**src/rtl/valloc_pkg.sv**
```systemverilog
// Package of the voice allocator: widths, event and command codes, shared types.
`timescale 1ns / 1ps
`default_nettype none

package valloc_pkg;

  // Field widths
  localparam int OP_W    = 2;
  localparam int NOTE_W  = 7;
  localparam int VEL_W   = 7;
  localparam int MASK_W  = 8;
  localparam int ACT_W   = 2;
  localparam int VOICE_W = 3;
  localparam int STAMP_W = 32;

  // Stream data widths, padded to whole bytes
  localparam int IN_DATA_W  = ((NOTE_W + VEL_W + MASK_W + 7) / 8) * 8;
  localparam int OUT_DATA_W = ((VOICE_W + NOTE_W + VEL_W + 7) / 8) * 8;

  // Default sizes
  localparam int NUM_VOICES_DEF  = 8;
  localparam int STACK_DEPTH_DEF = 16;

  // Event kinds
  localparam logic [OP_W-1:0] OP_ON  = 2'd0;
  localparam logic [OP_W-1:0] OP_OFF = 2'd1;
  localparam logic [OP_W-1:0] OP_ALL = 2'd2;

  // Voice command codes
  localparam logic [ACT_W-1:0] ACT_START    = 2'd0;
  localparam logic [ACT_W-1:0] ACT_GLIDE    = 2'd1;
  localparam logic [ACT_W-1:0] ACT_STOP     = 2'd2;
  localparam logic [ACT_W-1:0] ACT_STOP_ALL = 2'd3;

  // Result the datapath loads into its output register
  typedef enum logic [2:0] {
    EMIT_NONE,
    EMIT_ALL,
    EMIT_POLY,
    EMIT_STOP_V,
    EMIT_MONO_ON,
    EMIT_MONO_OFF
  } emit_e;

  // Controller to datapath commands
  typedef struct packed {
    logic  load_in;
    logic  scan_clr;
    logic  drop_set;
    logic  scan_inc;
    logic  steal_step;
    logic  rm_rd;
    logic  rm_wr;
    logic  rm_done;
    logic  top_rd;
    emit_e emit;
  } cmd_t;

  // Datapath to controller status
  typedef struct packed {
    logic [OP_W-1:0] op;
    logic            free_found;
    logic            voice_last;
    logic            off_match;
    logic            stack_end;
    logic            stack_full;
    logic            stack_empty;
    logic            out_busy;
  } stat_t;

endpackage

`default_nettype wire

```
**src/rtl/valloc_dpath.sv**
```systemverilog
// Datapath of the voice allocator: voice table, stamps, held-note stack, result register.
`timescale 1ns / 1ps
`default_nettype none

module valloc_dpath #(
  parameter int NUM_VOICES  = valloc_pkg::NUM_VOICES_DEF,
  parameter int STACK_DEPTH = valloc_pkg::STACK_DEPTH_DEF
) (
  input  wire                               clk_i,
  input  wire                               rst_ni,
  input  valloc_pkg::cmd_t                  cmd_i,
  output valloc_pkg::stat_t                 stat_o,
  input  wire [valloc_pkg::OP_W-1:0]        op_i,
  input  wire [valloc_pkg::NOTE_W-1:0]      note_i,
  input  wire [valloc_pkg::VEL_W-1:0]       vel_i,
  input  wire [valloc_pkg::MASK_W-1:0]      mask_i,
  input  wire                               m_tready_i,
  output logic                              out_valid_o,
  output logic [valloc_pkg::ACT_W-1:0]      out_action_o,
  output logic [valloc_pkg::VOICE_W-1:0]    out_voice_o,
  output logic [valloc_pkg::NOTE_W-1:0]     out_note_o,
  output logic [valloc_pkg::VEL_W-1:0]      out_vel_o
);

  localparam int VW = $clog2(NUM_VOICES);
  localparam int AW = $clog2(STACK_DEPTH);
  localparam int CW = $clog2(STACK_DEPTH + 1);
  localparam int SW = (CW > VW) ? CW : VW;
  localparam int MV = (NUM_VOICES < valloc_pkg::MASK_W) ? NUM_VOICES : valloc_pkg::MASK_W;

  // Latched event
  logic [valloc_pkg::OP_W-1:0]   op_q;
  logic [valloc_pkg::NOTE_W-1:0] note_q;
  logic [valloc_pkg::VEL_W-1:0]  vel_q;
  logic [valloc_pkg::MASK_W-1:0] mask_q;
  logic                          was_empty_q;

  // Voice state
  logic [valloc_pkg::NOTE_W-1:0]  voice_note_q [NUM_VOICES];
  logic [NUM_VOICES-1:0]          voice_valid_q;
  logic [valloc_pkg::STAMP_W-1:0] stamp_q [NUM_VOICES];
  logic [valloc_pkg::STAMP_W-1:0] stamp_cnt_q;
  logic [valloc_pkg::STAMP_W-1:0] stamp_next;

  // Scan state
  logic [SW-1:0]                  idx_q;
  logic [VW-1:0]                  vidx;
  logic [VW-1:0]                  best_idx_q;
  logic [valloc_pkg::STAMP_W-1:0] best_stamp_q;
  logic [CW-1:0]                  wptr_q;
  logic                           drop_q;

  // Held-note stack
  logic [valloc_pkg::NOTE_W-1:0] mem [STACK_DEPTH];
  logic [valloc_pkg::NOTE_W-1:0] rd_data_q;
  logic [CW-1:0]                 held_cnt_q;
  logic [valloc_pkg::VEL_W-1:0]  mono_vel_q;

  logic [NUM_VOICES-1:0]         sound_vec;
  logic                          free_found;
  logic [VW-1:0]                 free_idx;
  logic [VW-1:0]                 target;
  logic                          keep;
  logic                          mem_we;
  logic [AW-1:0]                 mem_waddr;
  logic [valloc_pkg::NOTE_W-1:0] mem_wdata;
  logic [AW-1:0]                 mem_raddr;

  assign vidx       = idx_q[VW-1:0];
  assign stamp_next = stamp_cnt_q + 1'b1;
  assign target     = free_found ? free_idx : best_idx_q;

  // Sounding voices and lowest free voice; voices past the mask never sound
  always_comb begin
    sound_vec  = '0;
    free_found = 1'b0;
    free_idx   = '0;
    for (int i = 0; i < MV; i++) begin
      sound_vec[i] = mask_q[i];
    end
    for (int i = NUM_VOICES - 1; i >= 0; i--) begin
      if (!sound_vec[i]) begin
        free_found = 1'b1;
        free_idx   = VW'(i);
      end
    end
  end

  // Compaction keeps an entry unless it matches the note; a drop pass keeps all but the oldest
  assign keep = drop_q ? (idx_q != '0) : (rd_data_q != note_q);

  // Stack write and read port selection
  always_comb begin
    mem_we    = 1'b0;
    mem_waddr = wptr_q[AW-1:0];
    mem_wdata = rd_data_q;
    if (cmd_i.emit == valloc_pkg::EMIT_MONO_ON) begin
      mem_we    = 1'b1;
      mem_waddr = held_cnt_q[AW-1:0];
      mem_wdata = note_q;
    end else if (cmd_i.rm_wr && keep) begin
      mem_we = 1'b1;
    end
    mem_raddr = cmd_i.top_rd ? AW'(held_cnt_q - 1'b1) : idx_q[AW-1:0];
  end

  // Status
  always_comb begin
    stat_o.op          = op_q;
    stat_o.free_found  = free_found;
    stat_o.voice_last  = (idx_q == SW'(NUM_VOICES - 1));
    stat_o.off_match   = voice_valid_q[vidx] && (voice_note_q[vidx] == note_q) &&
                         sound_vec[vidx];
    stat_o.stack_end   = (idx_q >= SW'(held_cnt_q));
    stat_o.stack_full  = (held_cnt_q == CW'(STACK_DEPTH));
    stat_o.stack_empty = (held_cnt_q == '0);
    stat_o.out_busy    = out_valid_o && !m_tready_i;
  end

  // Stack memory
  always_ff @(posedge clk_i) begin
    if (mem_we) begin
      mem[mem_waddr] <= mem_wdata;
    end
    if (cmd_i.rm_rd || cmd_i.top_rd) begin
      rd_data_q <= mem[mem_raddr];
    end
  end

  // Event latch and voice notes
  always_ff @(posedge clk_i) begin
    if (cmd_i.load_in) begin
      op_q        <= (op_i == valloc_pkg::OP_ON && vel_i == '0) ? valloc_pkg::OP_OFF : op_i;
      note_q      <= note_i;
      vel_q       <= vel_i;
      mask_q      <= mask_i;
      was_empty_q <= (held_cnt_q == '0);
    end
    if (cmd_i.emit == valloc_pkg::EMIT_POLY) begin
      voice_note_q[target] <= note_q;
    end
  end

  // Control state: valid bits, stamps, counters, scan registers
  always_ff @(posedge clk_i or negedge rst_ni) begin
    if (!rst_ni) begin
      voice_valid_q <= '0;
      for (int i = 0; i < NUM_VOICES; i++) begin
        stamp_q[i] <= '0;
      end
      stamp_cnt_q  <= '0;
      held_cnt_q   <= '0;
      mono_vel_q   <= '0;
      idx_q        <= '0;
      wptr_q       <= '0;
      drop_q       <= 1'b0;
      best_idx_q   <= '0;
      best_stamp_q <= '0;
    end else begin
      // scan counter
      if (cmd_i.scan_clr) begin
        idx_q  <= '0;
        wptr_q <= '0;
        drop_q <= cmd_i.drop_set;
      end else if (cmd_i.scan_inc) begin
        idx_q <= idx_q + 1'b1;
      end
      // oldest stamp search, ties keep the lower voice
      if (cmd_i.steal_step && (idx_q == '0 || stamp_q[vidx] < best_stamp_q)) begin
        best_idx_q   <= vidx;
        best_stamp_q <= stamp_q[vidx];
      end
      // compaction write pointer and new count
      if (cmd_i.rm_wr && keep) begin
        wptr_q <= wptr_q + 1'b1;
      end
      if (cmd_i.rm_done) begin
        held_cnt_q <= wptr_q;
      end
      // side effects of the committed result
      case (cmd_i.emit)
        valloc_pkg::EMIT_ALL: begin
          voice_valid_q <= '0;
          held_cnt_q    <= '0;
        end
        valloc_pkg::EMIT_POLY: begin
          voice_valid_q[target] <= 1'b1;
          stamp_cnt_q           <= stamp_next;
          stamp_q[target]       <= stamp_next;
          if (target == '0) begin
            mono_vel_q <= vel_q;
          end
        end
        valloc_pkg::EMIT_STOP_V: begin
          voice_valid_q[vidx] <= 1'b0;
        end
        valloc_pkg::EMIT_MONO_ON: begin
          held_cnt_q <= held_cnt_q + 1'b1;
          mono_vel_q <= vel_q;
        end
        default: begin
        end
      endcase
    end
  end

  // Result register valid
  always_ff @(posedge clk_i or negedge rst_ni) begin
    if (!rst_ni) begin
      out_valid_o <= 1'b0;
    end else if (cmd_i.emit != valloc_pkg::EMIT_NONE) begin
      out_valid_o <= 1'b1;
    end else if (m_tready_i) begin
      out_valid_o <= 1'b0;
    end
  end

  // Result register payload
  always_ff @(posedge clk_i) begin
    case (cmd_i.emit)
      valloc_pkg::EMIT_ALL: begin
        out_action_o <= valloc_pkg::ACT_STOP_ALL;
        out_voice_o  <= '0;
        out_note_o   <= '0;
        out_vel_o    <= '0;
      end
      valloc_pkg::EMIT_POLY: begin
        out_action_o <= valloc_pkg::ACT_START;
        out_voice_o  <= valloc_pkg::VOICE_W'(target);
        out_note_o   <= note_q;
        out_vel_o    <= vel_q;
      end
      valloc_pkg::EMIT_STOP_V: begin
        out_action_o <= valloc_pkg::ACT_STOP;
        out_voice_o  <= valloc_pkg::VOICE_W'(vidx);
        out_note_o   <= '0;
        out_vel_o    <= '0;
      end
      valloc_pkg::EMIT_MONO_ON: begin
        out_action_o <= was_empty_q ? valloc_pkg::ACT_START : valloc_pkg::ACT_GLIDE;
        out_voice_o  <= '0;
        out_note_o   <= note_q;
        out_vel_o    <= vel_q;
      end
      valloc_pkg::EMIT_MONO_OFF: begin
        out_voice_o <= '0;
        if (held_cnt_q == '0) begin
          out_action_o <= valloc_pkg::ACT_STOP;
          out_note_o   <= '0;
          out_vel_o    <= '0;
        end else begin
          out_action_o <= valloc_pkg::ACT_GLIDE;
          out_note_o   <= rd_data_q;
          out_vel_o    <= mono_vel_q;
        end
      end
      default: begin
      end
    endcase
  end

endmodule

`default_nettype wire

```
**src/rtl/valloc_ctrl.sv**
```systemverilog
// Controller of the voice allocator: event sequencing and the mode register.
`timescale 1ns / 1ps
`default_nettype none

module valloc_ctrl (
  input  wire               clk_i,
  input  wire               rst_ni,
  input  wire               cfg_valid_i,
  input  wire               cfg_data_i,
  output logic              cfg_ready_o,
  input  wire               in_valid_i,
  output logic              in_ready_o,
  input  valloc_pkg::stat_t stat_i,
  output valloc_pkg::cmd_t  cmd_o
);

  typedef enum logic [3:0] {
    ST_IDLE,
    ST_DECODE,
    ST_STEAL,
    ST_ASSIGN,
    ST_OFF_SCAN,
    ST_OFF_EMIT,
    ST_RM_RD,
    ST_RM_WR,
    ST_RM_END,
    ST_ON_EMIT,
    ST_MOFF_EMIT,
    ST_ALL_EMIT
  } state_e;

  state_e state_q, state_d;
  logic   mono_q;
  logic   ready_q;

  assign cfg_ready_o = 1'b1;
  assign in_ready_o  = ready_q;

  // Next state and commands
  always_comb begin
    state_d = state_q;
    cmd_o   = '0;
    unique case (state_q)
      ST_IDLE: begin
        if (in_valid_i && ready_q) begin
          cmd_o.load_in = 1'b1;
          state_d       = ST_DECODE;
        end
      end
      ST_DECODE: begin
        case (stat_i.op)
          valloc_pkg::OP_ALL: state_d = ST_ALL_EMIT;
          valloc_pkg::OP_ON: begin
            if (mono_q) begin
              cmd_o.scan_clr = 1'b1;
              state_d        = ST_RM_RD;
            end else if (stat_i.free_found) begin
              state_d = ST_ASSIGN;
            end else begin
              cmd_o.scan_clr = 1'b1;
              state_d        = ST_STEAL;
            end
          end
          valloc_pkg::OP_OFF: begin
            cmd_o.scan_clr = 1'b1;
            state_d        = mono_q ? ST_RM_RD : ST_OFF_SCAN;
          end
          default: state_d = ST_IDLE;
        endcase
      end
      // one stamp compare per cycle
      ST_STEAL: begin
        cmd_o.steal_step = 1'b1;
        if (stat_i.voice_last) begin
          state_d = ST_ASSIGN;
        end else begin
          cmd_o.scan_inc = 1'b1;
        end
      end
      ST_ASSIGN: begin
        if (!stat_i.out_busy) begin
          cmd_o.emit = valloc_pkg::EMIT_POLY;
          state_d    = ST_IDLE;
        end
      end
      // first sounding voice holding the note
      ST_OFF_SCAN: begin
        if (stat_i.off_match) begin
          state_d = ST_OFF_EMIT;
        end else if (stat_i.voice_last) begin
          state_d = ST_IDLE;
        end else begin
          cmd_o.scan_inc = 1'b1;
        end
      end
      ST_OFF_EMIT: begin
        if (!stat_i.out_busy) begin
          cmd_o.emit = valloc_pkg::EMIT_STOP_V;
          state_d    = ST_IDLE;
        end
      end
      // stack compaction: read an entry, then write it back if kept
      ST_RM_RD: begin
        if (stat_i.stack_end) begin
          cmd_o.rm_done = 1'b1;
          state_d       = ST_RM_END;
        end else begin
          cmd_o.rm_rd = 1'b1;
          state_d     = ST_RM_WR;
        end
      end
      ST_RM_WR: begin
        cmd_o.rm_wr    = 1'b1;
        cmd_o.scan_inc = 1'b1;
        state_d        = ST_RM_RD;
      end
      ST_RM_END: begin
        if (stat_i.op == valloc_pkg::OP_ON) begin
          if (stat_i.stack_full) begin
            // full stack: second pass drops the oldest entry
            cmd_o.scan_clr = 1'b1;
            cmd_o.drop_set = 1'b1;
            state_d        = ST_RM_RD;
          end else begin
            state_d = ST_ON_EMIT;
          end
        end else begin
          cmd_o.top_rd = !stat_i.stack_empty;
          state_d      = ST_MOFF_EMIT;
        end
      end
      ST_ON_EMIT: begin
        if (!stat_i.out_busy) begin
          cmd_o.emit = valloc_pkg::EMIT_MONO_ON;
          state_d    = ST_IDLE;
        end
      end
      ST_MOFF_EMIT: begin
        if (!stat_i.out_busy) begin
          cmd_o.emit = valloc_pkg::EMIT_MONO_OFF;
          state_d    = ST_IDLE;
        end
      end
      ST_ALL_EMIT: begin
        if (!stat_i.out_busy) begin
          cmd_o.emit = valloc_pkg::EMIT_ALL;
          state_d    = ST_IDLE;
        end
      end
      default: state_d = ST_IDLE;
    endcase
  end

  // State, registered ready and mode register
  always_ff @(posedge clk_i or negedge rst_ni) begin
    if (!rst_ni) begin
      state_q <= ST_IDLE;
      ready_q <= 1'b0;
      mono_q  <= 1'b0;
    end else begin
      state_q <= state_d;
      ready_q <= (state_d == ST_IDLE);
      if (cfg_valid_i) begin
        mono_q <= cfg_data_i;
      end
    end
  end

endmodule

`default_nettype wire

```
**src/rtl/synth_voice_allocator_unit.sv**
```systemverilog
// Top level of the voice allocator: stream ports, controller and datapath.
`timescale 1ns / 1ps
`default_nettype none

// Voice allocator. Takes note-on, note-off and all-notes-off requests with the
// mask of sounding voices and gives at most one voice command per request.
// One request is worked at a time; the next is taken while a result still waits
// in the output register. A poly steal scans the voice table with one stamp
// compare per cycle for the oldest voice, and a poly note-off scans it for the
// note. Mono requests compact the held-note stack memory, reading each entry
// and writing it back if kept; a mono note-on that finds the stack full makes a
// second pass that drops the oldest note. Requests that give no result go back
// to idle without passing an emit state.

module synth_voice_allocator_unit #(
  parameter int NUM_VOICES  = valloc_pkg::NUM_VOICES_DEF,
  parameter int STACK_DEPTH = valloc_pkg::STACK_DEPTH_DEF
) (
  input  wire                                 clk_i,
  input  wire                                 rst_ni,
  // mode register write
  input  wire                                 cfg_valid_i,
  output logic                                cfg_ready_o,
  input  wire                                 cfg_data_i,    // mono_mode
  // event requests
  input  wire                                 s_axis_tvalid,
  output logic                                s_axis_tready,
  input  wire [valloc_pkg::IN_DATA_W-1:0]     s_axis_tdata,  // note, velocity, active_mask
  input  wire [valloc_pkg::OP_W-1:0]          s_axis_tuser,  // op
  // voice commands
  output logic                                m_axis_tvalid,
  input  wire                                 m_axis_tready,
  output logic [valloc_pkg::OUT_DATA_W-1:0]   m_axis_tdata,  // voice, out_note, out_velocity
  output logic [valloc_pkg::ACT_W-1:0]        m_axis_tuser   // action
);

  localparam int VEL_LO  = valloc_pkg::NOTE_W;
  localparam int MASK_LO = valloc_pkg::NOTE_W + valloc_pkg::VEL_W;

  valloc_pkg::cmd_t  cmd;
  valloc_pkg::stat_t stat;

  logic [valloc_pkg::VOICE_W-1:0] out_voice;
  logic [valloc_pkg::NOTE_W-1:0]  out_note;
  logic [valloc_pkg::VEL_W-1:0]   out_vel;

  valloc_ctrl u_ctrl (
    .clk_i       (clk_i),
    .rst_ni      (rst_ni),
    .cfg_valid_i (cfg_valid_i),
    .cfg_data_i  (cfg_data_i),
    .cfg_ready_o (cfg_ready_o),
    .in_valid_i  (s_axis_tvalid),
    .in_ready_o  (s_axis_tready),
    .stat_i      (stat),
    .cmd_o       (cmd)
  );

  valloc_dpath #(
    .NUM_VOICES  (NUM_VOICES),
    .STACK_DEPTH (STACK_DEPTH)
  ) u_dpath (
    .clk_i        (clk_i),
    .rst_ni       (rst_ni),
    .cmd_i        (cmd),
    .stat_o       (stat),
    .op_i         (s_axis_tuser),
    .note_i       (s_axis_tdata[valloc_pkg::NOTE_W-1:0]),
    .vel_i        (s_axis_tdata[VEL_LO +: valloc_pkg::VEL_W]),
    .mask_i       (s_axis_tdata[MASK_LO +: valloc_pkg::MASK_W]),
    .m_tready_i   (m_axis_tready),
    .out_valid_o  (m_axis_tvalid),
    .out_action_o (m_axis_tuser),
    .out_voice_o  (out_voice),
    .out_note_o   (out_note),
    .out_vel_o    (out_vel)
  );

  // Pack the result, voice in the low bits, zero padded
  assign m_axis_tdata = valloc_pkg::OUT_DATA_W'({out_vel, out_note, out_voice});

endmodule

`default_nettype wire

```
**config.mk**
```make
export PLATFORM = sky130hd
export DESIGN_NAME = synth_voice_allocator_unit
export DESIGN_NICKNAME = d
export VERILOG_FILES = /design/src/rtl/valloc_pkg.sv /design/src/rtl/valloc_dpath.sv /design/src/rtl/valloc_ctrl.sv /design/src/rtl/synth_voice_allocator_unit.sv
export SDC_FILE = /design/constraint.sdc
export NUM_CORES = 1
export LEC_CHECK = 0
export BUFFER_PORTS_ARGS = -buffer_cell sky130_fd_sc_hd__buf_2
export CORE_ASPECT_RATIO = 0.75
export CORE_UTILIZATION = 25
export CTS_BUF_LIST = sky130_fd_sc_hd__clkbuf_4
export DETAILED_ROUTE_END_ITERATION = 8
export MAX_ROUTING_LAYER = met4
export SLEW_MARGIN = 20
export SYNTH_ARGS = -nofsm -noshare
export SYNTH_HDL_FRONTEND = slang
export SYNTH_HIERARCHICAL = 1
export SYNTH_SLANG_ARGS = --single-unit
```
**constraint.sdc**
```tcl
create_clock -name clk_i -period 3.83 [get_ports clk_i]
set_input_delay 0.766 -clock clk_i [delete_from_list [all_inputs] [get_ports clk_i]]
set_output_delay 0.766 -clock clk_i [all_outputs]
set_load 0.02 [all_outputs]
```
==> metrics.txt, run 1 <==
# TYPE chip_impl_metric gauge
chip_impl_info{name="status",value="complete, but fails checks"} 1
chip_impl_info{name="failed_checks",value="negative setup slack"} 1
chip_impl_metric{name="grt_max_degree",unit=""} 90
chip_impl_metric{name="final_critical_path_setup_slack",unit="ns"} -0.06386
chip_impl_metric{name="antenna_found_initial",unit=""} 3
chip_impl_info{name="netlist_top_cells_area",value="dfrtp_1 (34%), edfxtp_1 (25%), mux4_2 (4.0%), a21oi_1 (3.6%), nor2_1 (3.5%)"} 1
chip_impl_metric{name="cts.path.max_buffers",unit=""} 3
chip_impl_metric{name="port-buffer-count",unit=""} 50
chip_impl_info{name="cts-root-buf",value="clkbuf_4"} 1
chip_impl_metric{name="num_rows",unit=""} 103
chip_impl_metric{name="register_area_share_after_synthesis",unit="%"} 58.77
chip_impl_metric{name="first_global_vias",unit=""} 18386
chip_impl_metric{name="die_h",unit="um"} 284.3
chip_impl_metric{name="layout_worst_path_cycle_share",unit="%"} 101.7
chip_impl_info{name="worst-setup-path-type",value="flop to flop"} 1
chip_impl_metric{name="p_leak",unit="uW"} 0.01324
chip_impl_metric{name="detailedRoute.firstIterationViolations",unit=""} 1653
chip_impl_metric{name="worst_clock_skew",unit="ns"} 0.07767
chip_impl_metric{name="async_set_reset_flop_share_out_of_synthesis",unit="%"} 62.24
chip_impl_metric{name="drtPass1Iterations",unit=""} 6
chip_impl_metric{name="synth.lib_cells_used.distinct",unit=""} 79
chip_impl_metric{name="worst_setup_hold_path_clk_slew",unit="ns"} 0.06
chip_impl_info{name="timing.hold.worst.class",value="primary input to flop"} 1
chip_impl_info{name="crit_chain",value="buf_4 > buf_4 > mux2i_1 > a211o_1 > o221ai_2 > ha_1 > a21oi_1 > o21ai_1 > a221oi_2 > o211ai_1 > o31a_4 > buf_12 > mux2_1"} 1
chip_impl_info{name="mostFrequentLayoutCell",value="dfrtp_1"} 1
chip_impl_metric{name="place_congestion",unit=""} 0.8299
chip_impl_metric{name="area.growth.synth_to_final",unit="%"} 20.84
chip_impl_metric{name="final-setup-viol-count",unit=""} 32
chip_impl_metric{name="number_of_standard_cells_in_the_layout_taps_in_and_fillers_out",unit=""} 4062
chip_impl_info{name="timing.critical_path.from_type",value="flop"} 1
chip_impl_metric{name="global_route.usage.total",unit="%"} 13.65
chip_impl_metric{name="global_route_wire_length_before_repair",unit="um"} 110000
chip_impl_metric{name="die-width",unit="um"} 378.4
chip_impl_metric{name="cts_inserted_buffers",unit=""} 149
chip_impl_info{name="cts_tree",value="built"} 1
chip_impl_metric{name="finish.net_count",unit=""} 2593
chip_impl_metric{name="cts.htree.levels",unit=""} 4
chip_impl_metric{name="dpl_worst_slack",unit="ns"} -0.3051
chip_impl_metric{name="starting_utilization_of_the_core_area",unit="%"} 25.23
chip_impl_info{name="cpMostUsedCell",value="buf_4"} 1
chip_impl_metric{name="core_region_area",unit="um2"} 105300
chip_impl_metric{name="place_inst",unit=""} 3750
chip_impl_metric{name="peak_fanout_along_the_critical_path",unit=""} 14
chip_impl_metric{name="report.power.total",unit="uW"} 23270
chip_impl_metric{name="wl",unit="um"} 71500
chip_impl_metric{name="worst_slew_pin_slew",unit="ns"} 1.189
chip_impl_metric{name="final.hold.worst_slack",unit="ns"} 0.1347
chip_impl_metric{name="dieArea",unit="um2"} 107600
chip_impl_metric{name="timing.max_cap.violations",unit=""} 0
chip_impl_metric{name="clock_insertion_delay_worst_skew",unit="ns"} 1.05
chip_impl_metric{name="grt_overflow",unit=""} 0
chip_impl_metric{name="ys_warn_count",unit=""} 6
chip_impl_metric{name="share_of_final_layout_standard_cells_stronger_than_drive_strength_1",unit="%"} 24.31
chip_impl_metric{name="critical_path_required",unit="ns"} 4.70
chip_impl_info{name="most_frequent_cells_in_the_layout",value="dfrtp_1 (358), nor2_1 (247), nand2_1 (238), clkbuf_4 (225), edfxtp_1 (219)"} 1
chip_impl_metric{name="synth_cells",unit=""} 2265
chip_impl_metric{name="vias",unit=""} 18737
chip_impl_metric{name="drtAntennaViolNets",unit=""} 0
chip_impl_info{name="critical_path.slowest_cell",value="dfrtp_4"} 1
chip_impl_metric{name="yosys_register_bits",unit=""} 580
chip_impl_metric{name="pwr_density_cell",unit="nW/um2"} 725.1
chip_impl_metric{name="fmax",unit="MHz"} 256.8
chip_impl_metric{name="report.final.slew_viol_count",unit=""} 0
chip_impl_info{name="worst_setup_path_end_kind",value="flop"} 1
chip_impl_metric{name="total_count_of_hold_check_failures_in_the_final_report",unit=""} 0
chip_impl_metric{name="dp.final_hpwl",unit="um"} 47270
chip_impl_metric{name="finish.utilization",unit="%"} 30.48
chip_impl_info{name="unrepaired_setup_endpoints_after_global_routing",value="true"} 1
chip_impl_metric{name="syn-cell-area",unit="um2"} 26560
chip_impl_metric{name="share_of_the_synthesized_area_in_the_top_cell_type",unit="%"} 34.01
chip_impl_info{name="synth_top_area_cell",value="dfrtp_1"} 1
chip_impl_info{name="synth_top_flop_cell",value="dfrtp_1"} 1
chip_impl_metric{name="synth_area_per_cell",unit="um2"} 11.73
chip_impl_metric{name="slew_headroom",unit="%"} 20.19
chip_impl_metric{name="pin_count",unit=""} 61
chip_impl_metric{name="arrival",unit="ns"} 4.77
chip_impl_metric{name="post_detailed_route_drc_marker_count",unit=""} 0
chip_impl_metric{name="synth_edf_count",unit=""} 219
chip_impl_metric{name="routed_wire_length_per_instance",unit="um"} 17.60
chip_impl_metric{name="routed_via_density",unit=""} 4.613
chip_impl_metric{name="crit_path_max_incr_delay",unit="ns"} 0.57
chip_impl_metric{name="finalCriticalPeriod",unit="ns"} 3.894
chip_impl_metric{name="cts_num_sinks",unit=""} 580
chip_impl_metric{name="irDropWorstVdd",unit="mV"} 0.3270
[kinds of logic (layout without fill, tap and decap cells)]
logic type,count (synthesis),in the layout,synth area share (%)
xor gates and xnor gates,80,80,2.638
muxes,191,191,10.30
and+or+nand+nor,639,639,10.73
DFF,580,580,58.77
adders and majority gates,44,44,2.073
other,2,16,0.02828
buffers and inverters,215,581,3.726
AOI/OAI and AO/OA,514,514,11.73
[cell usage after synthesis (all sizes together) (3+ instances only)]
cell     count
mux4        48
buf         78
clkbuf      70
mux2i       58
o211ai       7
o211a        4
a31oi       19
o221ai       9
nor3        26
nor2b       16
nand3       31
ha          44
a22oi       17
a221oi      33
a21oi      190
xor2        35
nor2       253
or4          3
o22ai        9
o311ai       3
and3         6
edfxtp     219
o21ai      161
nand4       15
a32oi       10
a21o         7
dfrtp      361
mux2        85
o2bb2ai      4
a22o        20
and2         8
nor3b        5
nor4        15
xnor2       45
nand2b      12
inv         66
a211o        8
and4         3
nand2      240
[flip-flops by register name (all words and copies together), names as in the netlist, 3 cells and up]
register	flops
u_dpath/rd_data_q	7
u_dpath/vel_q	7
u_dpath/voice_valid_q	8
u_dpath/out_voice_o	3
u_dpath/mem	112
u_dpath/stamp_cnt_q	32
u_ctrl/state_q	4
u_dpath/best_stamp_q	32
u_dpath/note_q	7
u_dpath/wptr_q	5
u_dpath/out_note_o	7
u_dpath/mask_q	8
u_dpath/voice_note_q	56
u_dpath/idx_q	5
u_dpath/out_vel_o	7
u_dpath/held_cnt_q	5
u_dpath/mono_vel_q	7
u_dpath/stamp_q	256
u_dpath/best_idx_q	3
[cell type report]
cell class                      instances  area (um2)
Inverter                               67       252.7
Fill cell                           10700       73190
Clock inverter                         46       302.8
Tap cell                             1417        1773
Multi-Input combinational cell       1476       10260
Clock buffer                          225        1689
Antenna cell                            8       20.02
Sequential cell                       580       15620
Timing Repair Buffer                  243        2173
[report_power, final]
group          switching [uW]  internal [uW]  leakage (uW)  total, uW
combinational            5050           4190       0.00530       9240
sequential                733           7750       0.00678       8480
clock                    2640           2910       0.00116       5550
total                    8430          14800        0.0132      23300
[worst max-delay path, delay by kind of cell, from the launching register on]
family / cells / cell delay, ns
AOI/OAI and AO/OA: 7 / 1.83
adders and majority gates: 1 / 0.31
buffers and inverters: 3 / 0.56
DFF: 1 / 0.57
muxes: 2 / 0.46
[repair_timing]
action                                 in CTS  in global routing
pin swaps                                   6                 11
gates resized for setup                    33                 32
hold buffers                               27                  0
setup endpoints to repair                  39                 39
cloned                                      1                  1
endpoints found under the hold margin     108                  0
setup buffers                               1                  3
[layer usage]
metal  part of all wire (%)  GRT usage, %  wire length, um  up-vias
met1                     49         19.61            34940     9297
met2                     42         18.44            30150      569
met5                      0             -                0        -
met4                    1.6         4.312             1151        0
met3                    7.4         3.558             5265       93
li1                       -             -                -     8778
[per-stage QoR]
step / instance area, um2 / TNS, ns
after floorplan: 26580 / 0
after global routing: 32100 / -2.612
after CTS: 31890 / -0.02529
after global placement: 29460 / -5.728
final: 32100 / -1.041
after detailed placement: 29470 / -7.916
[worst paths after layout]
path | start | end | slack (ns) | depth (start not counted)
worst min register to register | u_dpath/stamp_q[18]$_DFFE_PN0P_ | u_dpath/stamp_q[18]$_DFFE_PN0P_ | 0.48 | 2
max in group asynchronous | rst_ni | u_dpath/stamp_q[189]$_DFFE_PN0P_ | 2.48 | 3
worst max-delay path | u_dpath/idx_q[2]$_DFFE_PN0P_ | u_dpath/best_stamp_q[31]$_DFFE_PN0P_ | -0.06 | 13
worst max register to register | u_dpath/idx_q[2]$_DFFE_PN0P_ | u_dpath/best_stamp_q[31]$_DFFE_PN0P_ | -0.06 | 13
worst min-delay path | m_axis_tready | u_dpath/out_valid_o$_DFFE_PN0P_ | 0.13 | 3
min in group asynchronous | rst_ni | u_dpath/stamp_q[20]$_DFFE_PN0P_ | 0.42 | 2
Power figures use the tool's default switching activity.
==> run 2: changes to the inputs <==
--- a/config.mk
+++ b/config.mk
@@ -11,7 +11,7 @@
 export CTS_BUF_LIST = sky130_fd_sc_hd__clkbuf_4
 export DETAILED_ROUTE_END_ITERATION = 8
 export MAX_ROUTING_LAYER = met4
-export SLEW_MARGIN = 20
+export SKIP_LAST_GASP = 1
 export SYNTH_ARGS = -nofsm -noshare
 export SYNTH_HDL_FRONTEND = slang
 export SYNTH_HIERARCHICAL = 1
==> run 2 against run 1 <==
  * The run still ends with negative setup slack left
  * Clock skew barely moved
  * Clock power shrank 1%
  * Via count rose by 0.62%
  * Global-route usage about the same
  * Critical path depth rose by 1
  * Critical endpoint is now u_dpath/best_stamp_q[14]$_DFFE_PN0P_
==> metrics.txt, run 2 (synthesis gave the netlist of run 1 again) <==
# TYPE chip_impl_metric gauge
chip_impl_metric{name="routed_via_density",unit=""} 4.640
chip_impl_metric{name="report.power.total",unit="uW"} 23290
chip_impl_metric{name="antenna_found_initial",unit=""} 3
chip_impl_info{name="status",value="complete, but fails checks"} 1
chip_impl_metric{name="dieArea",unit="um2"} 107600
chip_impl_metric{name="starting_utilization_of_the_core_area",unit="%"} 25.23
chip_impl_info{name="worst-setup-path-type",value="flop to flop"} 1
chip_impl_info{name="worst_setup_path_end_kind",value="flop"} 1
chip_impl_metric{name="cts.path.max_buffers",unit=""} 3
chip_impl_metric{name="post_detailed_route_drc_marker_count",unit=""} 0
chip_impl_metric{name="finish.net_count",unit=""} 2601
chip_impl_metric{name="pin_count",unit=""} 61
chip_impl_metric{name="reg2reg_depth",unit=""} 14
chip_impl_metric{name="fin_area",unit="um2"} 32130
chip_impl_info{name="max_flop_register",value="u_dpath/stamp_q"} 1
chip_impl_metric{name="cts_inserted_buffers",unit=""} 152
chip_impl_metric{name="drtAntennaViolNets",unit=""} 0
chip_impl_metric{name="global_route_wire_length_before_repair",unit="um"} 110600
chip_impl_info{name="unrepaired_setup_endpoints_after_global_routing",value="true"} 1
chip_impl_metric{name="die-width",unit="um"} 378.4
chip_impl_metric{name="global_route.usage.total",unit="%"} 13.66
chip_impl_metric{name="timing.max_cap.violations",unit=""} 0
chip_impl_metric{name="critical_path_required",unit="ns"} 4.70
chip_impl_info{name="crit_chain",value="buf_12 > buf_8 > mux2_4 > a221oi_4 > o22ai_2 > ha_1 > buf_4 > buf_4 > a221oi_2 > o211ai_1 > o31a_4 > buf_12 > buf_16 > mux2_4"} 1
chip_impl_metric{name="worst_setup_hold_path_clk_slew",unit="ns"} 0.07
chip_impl_metric{name="layout_worst_path_cycle_share",unit="%"} 101.1
chip_impl_metric{name="largest_register_ff_count",unit=""} 256
chip_impl_metric{name="p_leak",unit="uW"} 0.01325
chip_impl_metric{name="first_global_vias",unit=""} 18424
chip_impl_metric{name="area.growth.synth_to_final",unit="%"} 20.97
chip_impl_info{name="failed_checks",value="negative setup slack"} 1
chip_impl_metric{name="place_congestion",unit=""} 0.8299
chip_impl_metric{name="detailedRoute.firstIterationViolations",unit=""} 1940
chip_impl_metric{name="core_region_area",unit="um2"} 105300
chip_impl_metric{name="report.final.slew_viol_count",unit=""} 0
chip_impl_metric{name="routed_wire_length_per_instance",unit="um"} 17.57
chip_impl_metric{name="final_critical_path_setup_slack",unit="ns"} -0.04324
chip_impl_metric{name="place_inst",unit=""} 3750
chip_impl_metric{name="clock_insertion_delay_worst_skew",unit="ns"} 1.03
chip_impl_metric{name="total_count_of_hold_check_failures_in_the_final_report",unit=""} 0
chip_impl_metric{name="crit_path_max_incr_delay",unit="ns"} 0.57
chip_impl_info{name="timing.hold.worst.class",value="primary input to flop"} 1
chip_impl_metric{name="cts.htree.levels",unit=""} 4
chip_impl_metric{name="port-buffer-count",unit=""} 50
chip_impl_metric{name="pwr_density_cell",unit="nW/um2"} 724.9
chip_impl_metric{name="final-setup-viol-count",unit=""} 12
chip_impl_metric{name="vias",unit=""} 18853
chip_impl_metric{name="wl",unit="um"} 71380
chip_impl_info{name="critical_path.slowest_cell",value="dfrtp_4"} 1
chip_impl_metric{name="grt_overflow",unit=""} 0
chip_impl_metric{name="area_after_detailed_placement",unit="um2"} 29460
chip_impl_metric{name="share_of_final_layout_standard_cells_stronger_than_drive_strength_1",unit="%"} 24.94
chip_impl_metric{name="die_h",unit="um"} 284.3
chip_impl_metric{name="grt_max_degree",unit=""} 90
chip_impl_info{name="largest_registers",value="u_dpath/stamp_q x256, u_dpath/mem x112, u_dpath/voice_note_q x56"} 1
chip_impl_info{name="cts_tree",value="built"} 1
chip_impl_info{name="timing.critical_path.from_type",value="flop"} 1
chip_impl_info{name="mostFrequentLayoutCell",value="dfrtp_1"} 1
chip_impl_metric{name="hold_path_depth",unit=""} 2
chip_impl_metric{name="worst_slew_pin_slew",unit="ns"} 1.268
chip_impl_metric{name="fmax",unit="MHz"} 258.2
chip_impl_metric{name="slew_headroom",unit="%"} 15.11
chip_impl_metric{name="dp.final_hpwl",unit="um"} 47370
chip_impl_metric{name="arrival",unit="ns"} 4.75
chip_impl_metric{name="cts_num_sinks",unit=""} 580
chip_impl_metric{name="finalSetupTns",unit="ns"} -0.3255
chip_impl_metric{name="drtPass1Iterations",unit=""} 5
chip_impl_metric{name="peak_fanout_along_the_critical_path",unit=""} 12
chip_impl_metric{name="filler_cell_count",unit=""} 10725
chip_impl_metric{name="worst_clock_skew",unit="ns"} 0.07778
chip_impl_info{name="most_frequent_cells_in_the_layout",value="dfrtp_1 (358), nor2_1 (247), nand2_1 (238), clkbuf_4 (231), edfxtp_1 (219)"} 1
chip_impl_metric{name="irDropWorstVdd",unit="mV"} 0.2982
chip_impl_info{name="cts-root-buf",value="clkbuf_4"} 1
chip_impl_metric{name="number_of_standard_cells_in_the_layout_taps_in_and_fillers_out",unit=""} 4063
chip_impl_metric{name="finalCriticalPeriod",unit="ns"} 3.873
chip_impl_metric{name="num_rows",unit=""} 103
[run 2: changes by cell type in the layout (fill, tap and decap cells not counted), moves of 3 or more]
cell / change
inv_6: +5
clkinv_1: -9
buf_6: +3
o21ai_1: -3
clkbuf_4: +6
buf_4: +3
[run 2: final cells by class]
type | instances | area [um2] | share of cell area, %
well taps | 1417 | 1773 | 5.518
diodes | 8 | 20.02 | 0.06231
clock inverters | 36 | 226.5 | 0.7049
repair buffers | 248 | 2215 | 6.893
clock buffers | 231 | 1734 | 5.397
multi-input cells | 1476 | 10290 | 32.02
inverters | 67 | 252.7 | 0.7866
flip-flops and latches | 580 | 15620 | 48.62
[run 2: path summary, 6_finish.rpt]
kind | slack, ns | start | end
max | -0.04 | u_dpath/idx_q[0]$_DFFE_PN0P_ | u_dpath/best_stamp_q[14]$_DFFE_PN0P_
min | 0.1 | s_axis_tuser[0] | u_dpath/op_q[0]$_SDFFCE_PP1P_
max reg2reg | -0.04 | u_dpath/idx_q[0]$_DFFE_PN0P_ | u_dpath/best_stamp_q[14]$_DFFE_PN0P_
min reg2reg | 0.48 | u_dpath/stamp_q[204]$_DFFE_PN0P_ | u_dpath/stamp_q[204]$_DFFE_PN0P_
max in group asynchronous | 2.47 | rst_ni | u_dpath/stamp_cnt_q[29]$_DFFE_PN0P_
min in group asynchronous | 0.40 | rst_ni | u_dpath/stamp_q[20]$_DFFE_PN0P_
[run 2: through the flow]
step / worst slack (ns) / util, % / hold slack [ns]
after floorplan: 0.05552 / - / 0.4416
after global placement: -0.2222 / 27.98 / 0.4572
after detailed placement: -0.2954 / 27.98 / 0.4657
after CTS: -0.03603 / 30.26 / 0.003656
after global routing: -0.1446 / 30.51 / 0.008663
final: -0.04324 / 30.52 / 0.09597
[run 2: layer usage]
layer  wire length [um]  GRT usage (%)
met4               1232          4.251
met2              29940          18.39
met1              35740          20.26
met5                  0              -
met3               4472          2.668
[run 2: critical path, delay by kind of cell (launching register included)]
family	cells	cell delay, ns
mux	2	0.59
buf+inv	6	0.86
flops	1	0.57
compound gates	5	1.36
fa+ha+maj	1	0.33
[run 2: repair_timing]
| action | CTS | global route |
|---|---|---|
| setup buffers | 1 | 11 |
| endpoints found under the setup margin | 40 | 41 |
| pin swaps | 8 | 16 |
| hold buffers | 26 | 0 |
| cloned | 1 | 0 |
| resized for setup | 36 | 38 |
| hold endpoints to repair | 107 | 0 |
[run 2: power by group]
group	switching (uW)	internal [uW]	leakage [uW]
clock	2650	2840	0.00115
sequential	720	7750	0.00678
combinational	5090	4240	0.00532
total	8460	14800	0.0133
==> run 3: changes to the inputs <==
--- a/config.mk
+++ b/config.mk
@@ -11,6 +11,7 @@
 export CTS_BUF_LIST = sky130_fd_sc_hd__clkbuf_4
 export DETAILED_ROUTE_END_ITERATION = 8
 export MAX_ROUTING_LAYER = met4
+export RECOVER_POWER = 100
 export SKIP_LAST_GASP = 1
 export SYNTH_ARGS = -nofsm -noshare
 export SYNTH_HDL_FRONTEND = slang
==> run 3 against run 2 <==
  * The flow finishes with violations (max-capacitance violations, max-slew violations, negative setup slack)
  * Combinational power fell by 0.9%
  * Final cell count did not move
  * Utilization fell by 0.16 points
  * Global-route usage did not move
  * Critical endpoint unchanged
==> metrics.txt, run 3 (synthesis gave the netlist of run 1 again) <==
# TYPE chip_impl_metric gauge
chip_impl_info{name="status",value="complete, but fails checks"} 1
chip_impl_info{name="failed_checks",value="max-capacitance violations, max-slew violations, negative setup slack"} 1
chip_impl_metric{name="layout_worst_path_cycle_share",unit="%"} 101.1
chip_impl_info{name="critical_path_origin",value="u_dpath/idx_q[0]$_DFFE_PN0P_"} 1
chip_impl_metric{name="place_congestion",unit=""} 0.8299
chip_impl_metric{name="num_rows",unit=""} 103
chip_impl_metric{name="comb_power_share",unit="%"} 39.8
chip_impl_metric{name="regArea",unit="um2"} 15620
chip_impl_metric{name="port-buffer-count",unit=""} 50
chip_impl_metric{name="report.final.slew_viol_count",unit=""} 88
chip_impl_metric{name="global_route_wire_length_before_repair",unit="um"} 110600
chip_impl_metric{name="drtAntennaViolNets",unit=""} 0
chip_impl_metric{name="final.hold.worst_slack",unit="ns"} 0.08694
chip_impl_metric{name="starting_utilization_of_the_core_area",unit="%"} 25.23
chip_impl_metric{name="area.growth.synth_to_final",unit="%"} 20.35
chip_impl_metric{name="dieArea",unit="um2"} 107600
chip_impl_metric{name="worst_clock_skew",unit="ns"} 0.07722
chip_impl_metric{name="fmax",unit="MHz"} 258.3
chip_impl_metric{name="cts.path.max_buffers",unit=""} 3
chip_impl_metric{name="dp.final_hpwl",unit="um"} 47370
chip_impl_metric{name="p_leak",unit="uW"} 0.01309
chip_impl_metric{name="slew_headroom",unit="%"} -73.07
chip_impl_metric{name="drtPass1Iterations",unit=""} 5
chip_impl_metric{name="total_count_of_hold_check_failures_in_the_final_report",unit=""} 0
chip_impl_metric{name="irDropWorstVdd",unit="mV"} 0.2997
chip_impl_info{name="crit_chain",value="buf_12 > buf_8 > mux2_4 > a221oi_4 > o22ai_2 > ha_1 > buf_4 > buf_4 > a221oi_2 > o211ai_1 > o31a_4 > buf_12 > buf_16 > mux2_4"} 1
chip_impl_metric{name="final_critical_path_setup_slack",unit="ns"} -0.04163
chip_impl_metric{name="finalCriticalPeriod",unit="ns"} 3.872
chip_impl_metric{name="grt_max_degree",unit=""} 90
chip_impl_metric{name="area_after_detailed_placement",unit="um2"} 29460
chip_impl_metric{name="worst_slew_pin_slew",unit="ns"} 2.596
chip_impl_metric{name="core_region_area",unit="um2"} 105300
chip_impl_metric{name="cts_inserted_buffers",unit=""} 152
chip_impl_metric{name="hold_path_depth",unit=""} 2
chip_impl_metric{name="crit_path_max_incr_delay",unit="ns"} 0.57
chip_impl_info{name="unrepaired_setup_endpoints_after_global_routing",value="true"} 1
chip_impl_info{name="max_flop_register",value="u_dpath/stamp_q"} 1
chip_impl_info{name="timing.critical_path.from_type",value="flop"} 1
chip_impl_metric{name="arrival",unit="ns"} 4.75
chip_impl_info{name="mostFrequentLayoutCell",value="dfrtp_1"} 1
chip_impl_metric{name="sequentialPowerShare",unit="%"} 36.5
chip_impl_metric{name="largest_register_ff_count",unit=""} 256
chip_impl_metric{name="critical_path_required",unit="ns"} 4.71
chip_impl_metric{name="grt_overflow",unit=""} 0
chip_impl_info{name="critical_path.slowest_cell",value="dfrtp_4"} 1
chip_impl_metric{name="power_frac_clock",unit="%"} 23.7
chip_impl_metric{name="final-setup-viol-count",unit=""} 12
chip_impl_info{name="critical_r2r_launch",value="u_dpath/idx_q[0]$_DFFE_PN0P_"} 1
chip_impl_info{name="cts-root-buf",value="clkbuf_4"} 1
chip_impl_metric{name="intPower",unit="uW"} 14760
chip_impl_metric{name="die_h",unit="um"} 284.3
chip_impl_metric{name="vias",unit=""} 18827
chip_impl_metric{name="cts_num_sinks",unit=""} 580
chip_impl_info{name="timing.hold.worst.class",value="primary input to flop"} 1
chip_impl_metric{name="report.power.total",unit="uW"} 23230
chip_impl_metric{name="clock_insertion_delay_worst_skew",unit="ns"} 1.03
chip_impl_info{name="worst-setup-path-type",value="flop to flop"} 1
chip_impl_metric{name="multi_input_comb_area",unit="um2"} 10260
chip_impl_metric{name="detailedRoute.firstIterationViolations",unit=""} 1774
chip_impl_metric{name="die-width",unit="um"} 378.4
chip_impl_info{name="most_frequent_cells_in_the_layout",value="dfrtp_1 (358), nor2_1 (248), nand2_1 (238), clkbuf_4 (232), edfxtp_1 (219)"} 1
chip_impl_metric{name="routed_via_density",unit=""} 4.634
chip_impl_metric{name="filler_cell_count",unit=""} 10771
chip_impl_metric{name="routed_wire_length_per_instance",unit="um"} 17.63
chip_impl_metric{name="antenna_found_initial",unit=""} 3
chip_impl_metric{name="finish.net_count",unit=""} 2601
chip_impl_metric{name="cts.htree.levels",unit=""} 4
chip_impl_info{name="largest_registers",value="u_dpath/stamp_q x256, u_dpath/mem x112, u_dpath/voice_note_q x56"} 1
chip_impl_metric{name="pwr_density_cell",unit="nW/um2"} 726.6
chip_impl_metric{name="wl",unit="um"} 71630
chip_impl_info{name="hold_path_startpoint",value="s_axis_tuser[0]"} 1
chip_impl_metric{name="peak_fanout_along_the_critical_path",unit=""} 12
chip_impl_metric{name="timing.max_cap.violations",unit=""} 1
chip_impl_metric{name="reg2reg_depth",unit=""} 14
chip_impl_metric{name="fin_area",unit="um2"} 31970
chip_impl_info{name="worst_setup_path_end_kind",value="flop"} 1
chip_impl_metric{name="switching_share",unit="%"} 36.43
chip_impl_metric{name="p_sw",unit="uW"} 8462
chip_impl_metric{name="first_global_vias",unit=""} 18424
chip_impl_metric{name="pin_count",unit=""} 61
chip_impl_metric{name="post_detailed_route_drc_marker_count",unit=""} 0
chip_impl_metric{name="global_route.usage.total",unit="%"} 13.66
chip_impl_metric{name="worst_setup_hold_path_clk_slew",unit="ns"} 0.07
chip_impl_info{name="cts_tree",value="built"} 1
chip_impl_metric{name="share_of_final_layout_standard_cells_stronger_than_drive_strength_1",unit="%"} 23.01
chip_impl_metric{name="dpl_worst_slack",unit="ns"} -0.2954
[run 3: cell count changes in the layout (fill, tap and decap cells not counted), moves of 2 or more]
cell / previous run / this run
buf_12: 27 / 25
buf_2: 49 / 15
buf_4: 134 / 119
clkbuf_1: 0 / 48
clkbuf_2: 0 / 3
[run 3: what timing repair did]
| action | CTS | global route |
|---|---|---|
| endpoints found under the setup margin | 40 | 41 |
| gates cloned | 1 | 0 |
| buffers inserted | 1 | 11 |
| endpoints found under the hold margin | 107 | 0 |
| hold buffers | 26 | 0 |
| gates resized for setup | 36 | 38 |
| pin swaps | 8 | 16 |
[run 3: area by class of cell]
| class | instances | share of cell area, % |
|---|---|---|
| Timing Repair Buffer | 248 | 6.505 |
| Clock inverter | 36 | 0.7085 |
| Antenna cell | 8 | 0.06263 |
| Clock buffer | 231 | 5.425 |
| Inverter | 67 | 0.7907 |
| Multi-Input combinational cell | 1476 | 32.09 |
| Sequential cell | 580 | 48.87 |
| Tap cell | 1417 | 5.546 |
[run 3: power by group through the flow]
stage / clock, uW / combinational, uW / sequential (uW)
3_5_place_dp: 0 / 8660 / 8560
3_3_place_gp: 0 / 8540 / 8540
2_1_floorplan: 0 / 5560 / 8390
5_1_grt: 6020 / 10000 / 8600
6_report: 5490 / 9250 / 8480
4_1_cts: 5670 / 8990 / 8470
[run 3: through the flow]
step	utilization, %	setup TNS, ns	std cells
after floorplan	-	0	2271
after global placement	27.98	-5.728	3750
after detailed placement	27.98	-7.917	3750
after CTS	30.26	-0.4885	4045
after global routing	30.35	-8.990	4061
final	30.36	-0.3658	4063
[run 3: worst max-delay path, delay by kind of cell, from the launching register on]
family,cells,cell delay (ns)
buffers and inverters,6,0.86
flip-flops,1,0.57
multiplexers,2,0.59
adder cells (fa/ha/maj),1,0.34
AO/OA/AOI/OAI,5,1.34
[run 3: final timing paths]
path / to / slack [ns]
worst max-delay path: u_dpath/best_stamp_q[14]$_DFFE_PN0P_ / -0.04
worst min-delay path: u_dpath/op_q[0]$_SDFFCE_PP1P_ / 0.09
worst max register to register: u_dpath/best_stamp_q[14]$_DFFE_PN0P_ / -0.04
worst min register to register: u_dpath/stamp_q[150]$_DFFE_PN0P_ / 0.48
max in group asynchronous: u_dpath/stamp_q[195]$_DFFE_PN0P_ / 0.43
min in group asynchronous: u_dpath/stamp_q[20]$_DFFE_PN0P_ / 1.12
[run 3: metal layers]
layer	GRT usage [%]	share of wire, %	vias up
li1	-	-	8779
met1	20.26	50	9350
met2	18.39	42	599
met3	2.668	6.2	99
met4	4.251	1.7	0
met5	-	0	-
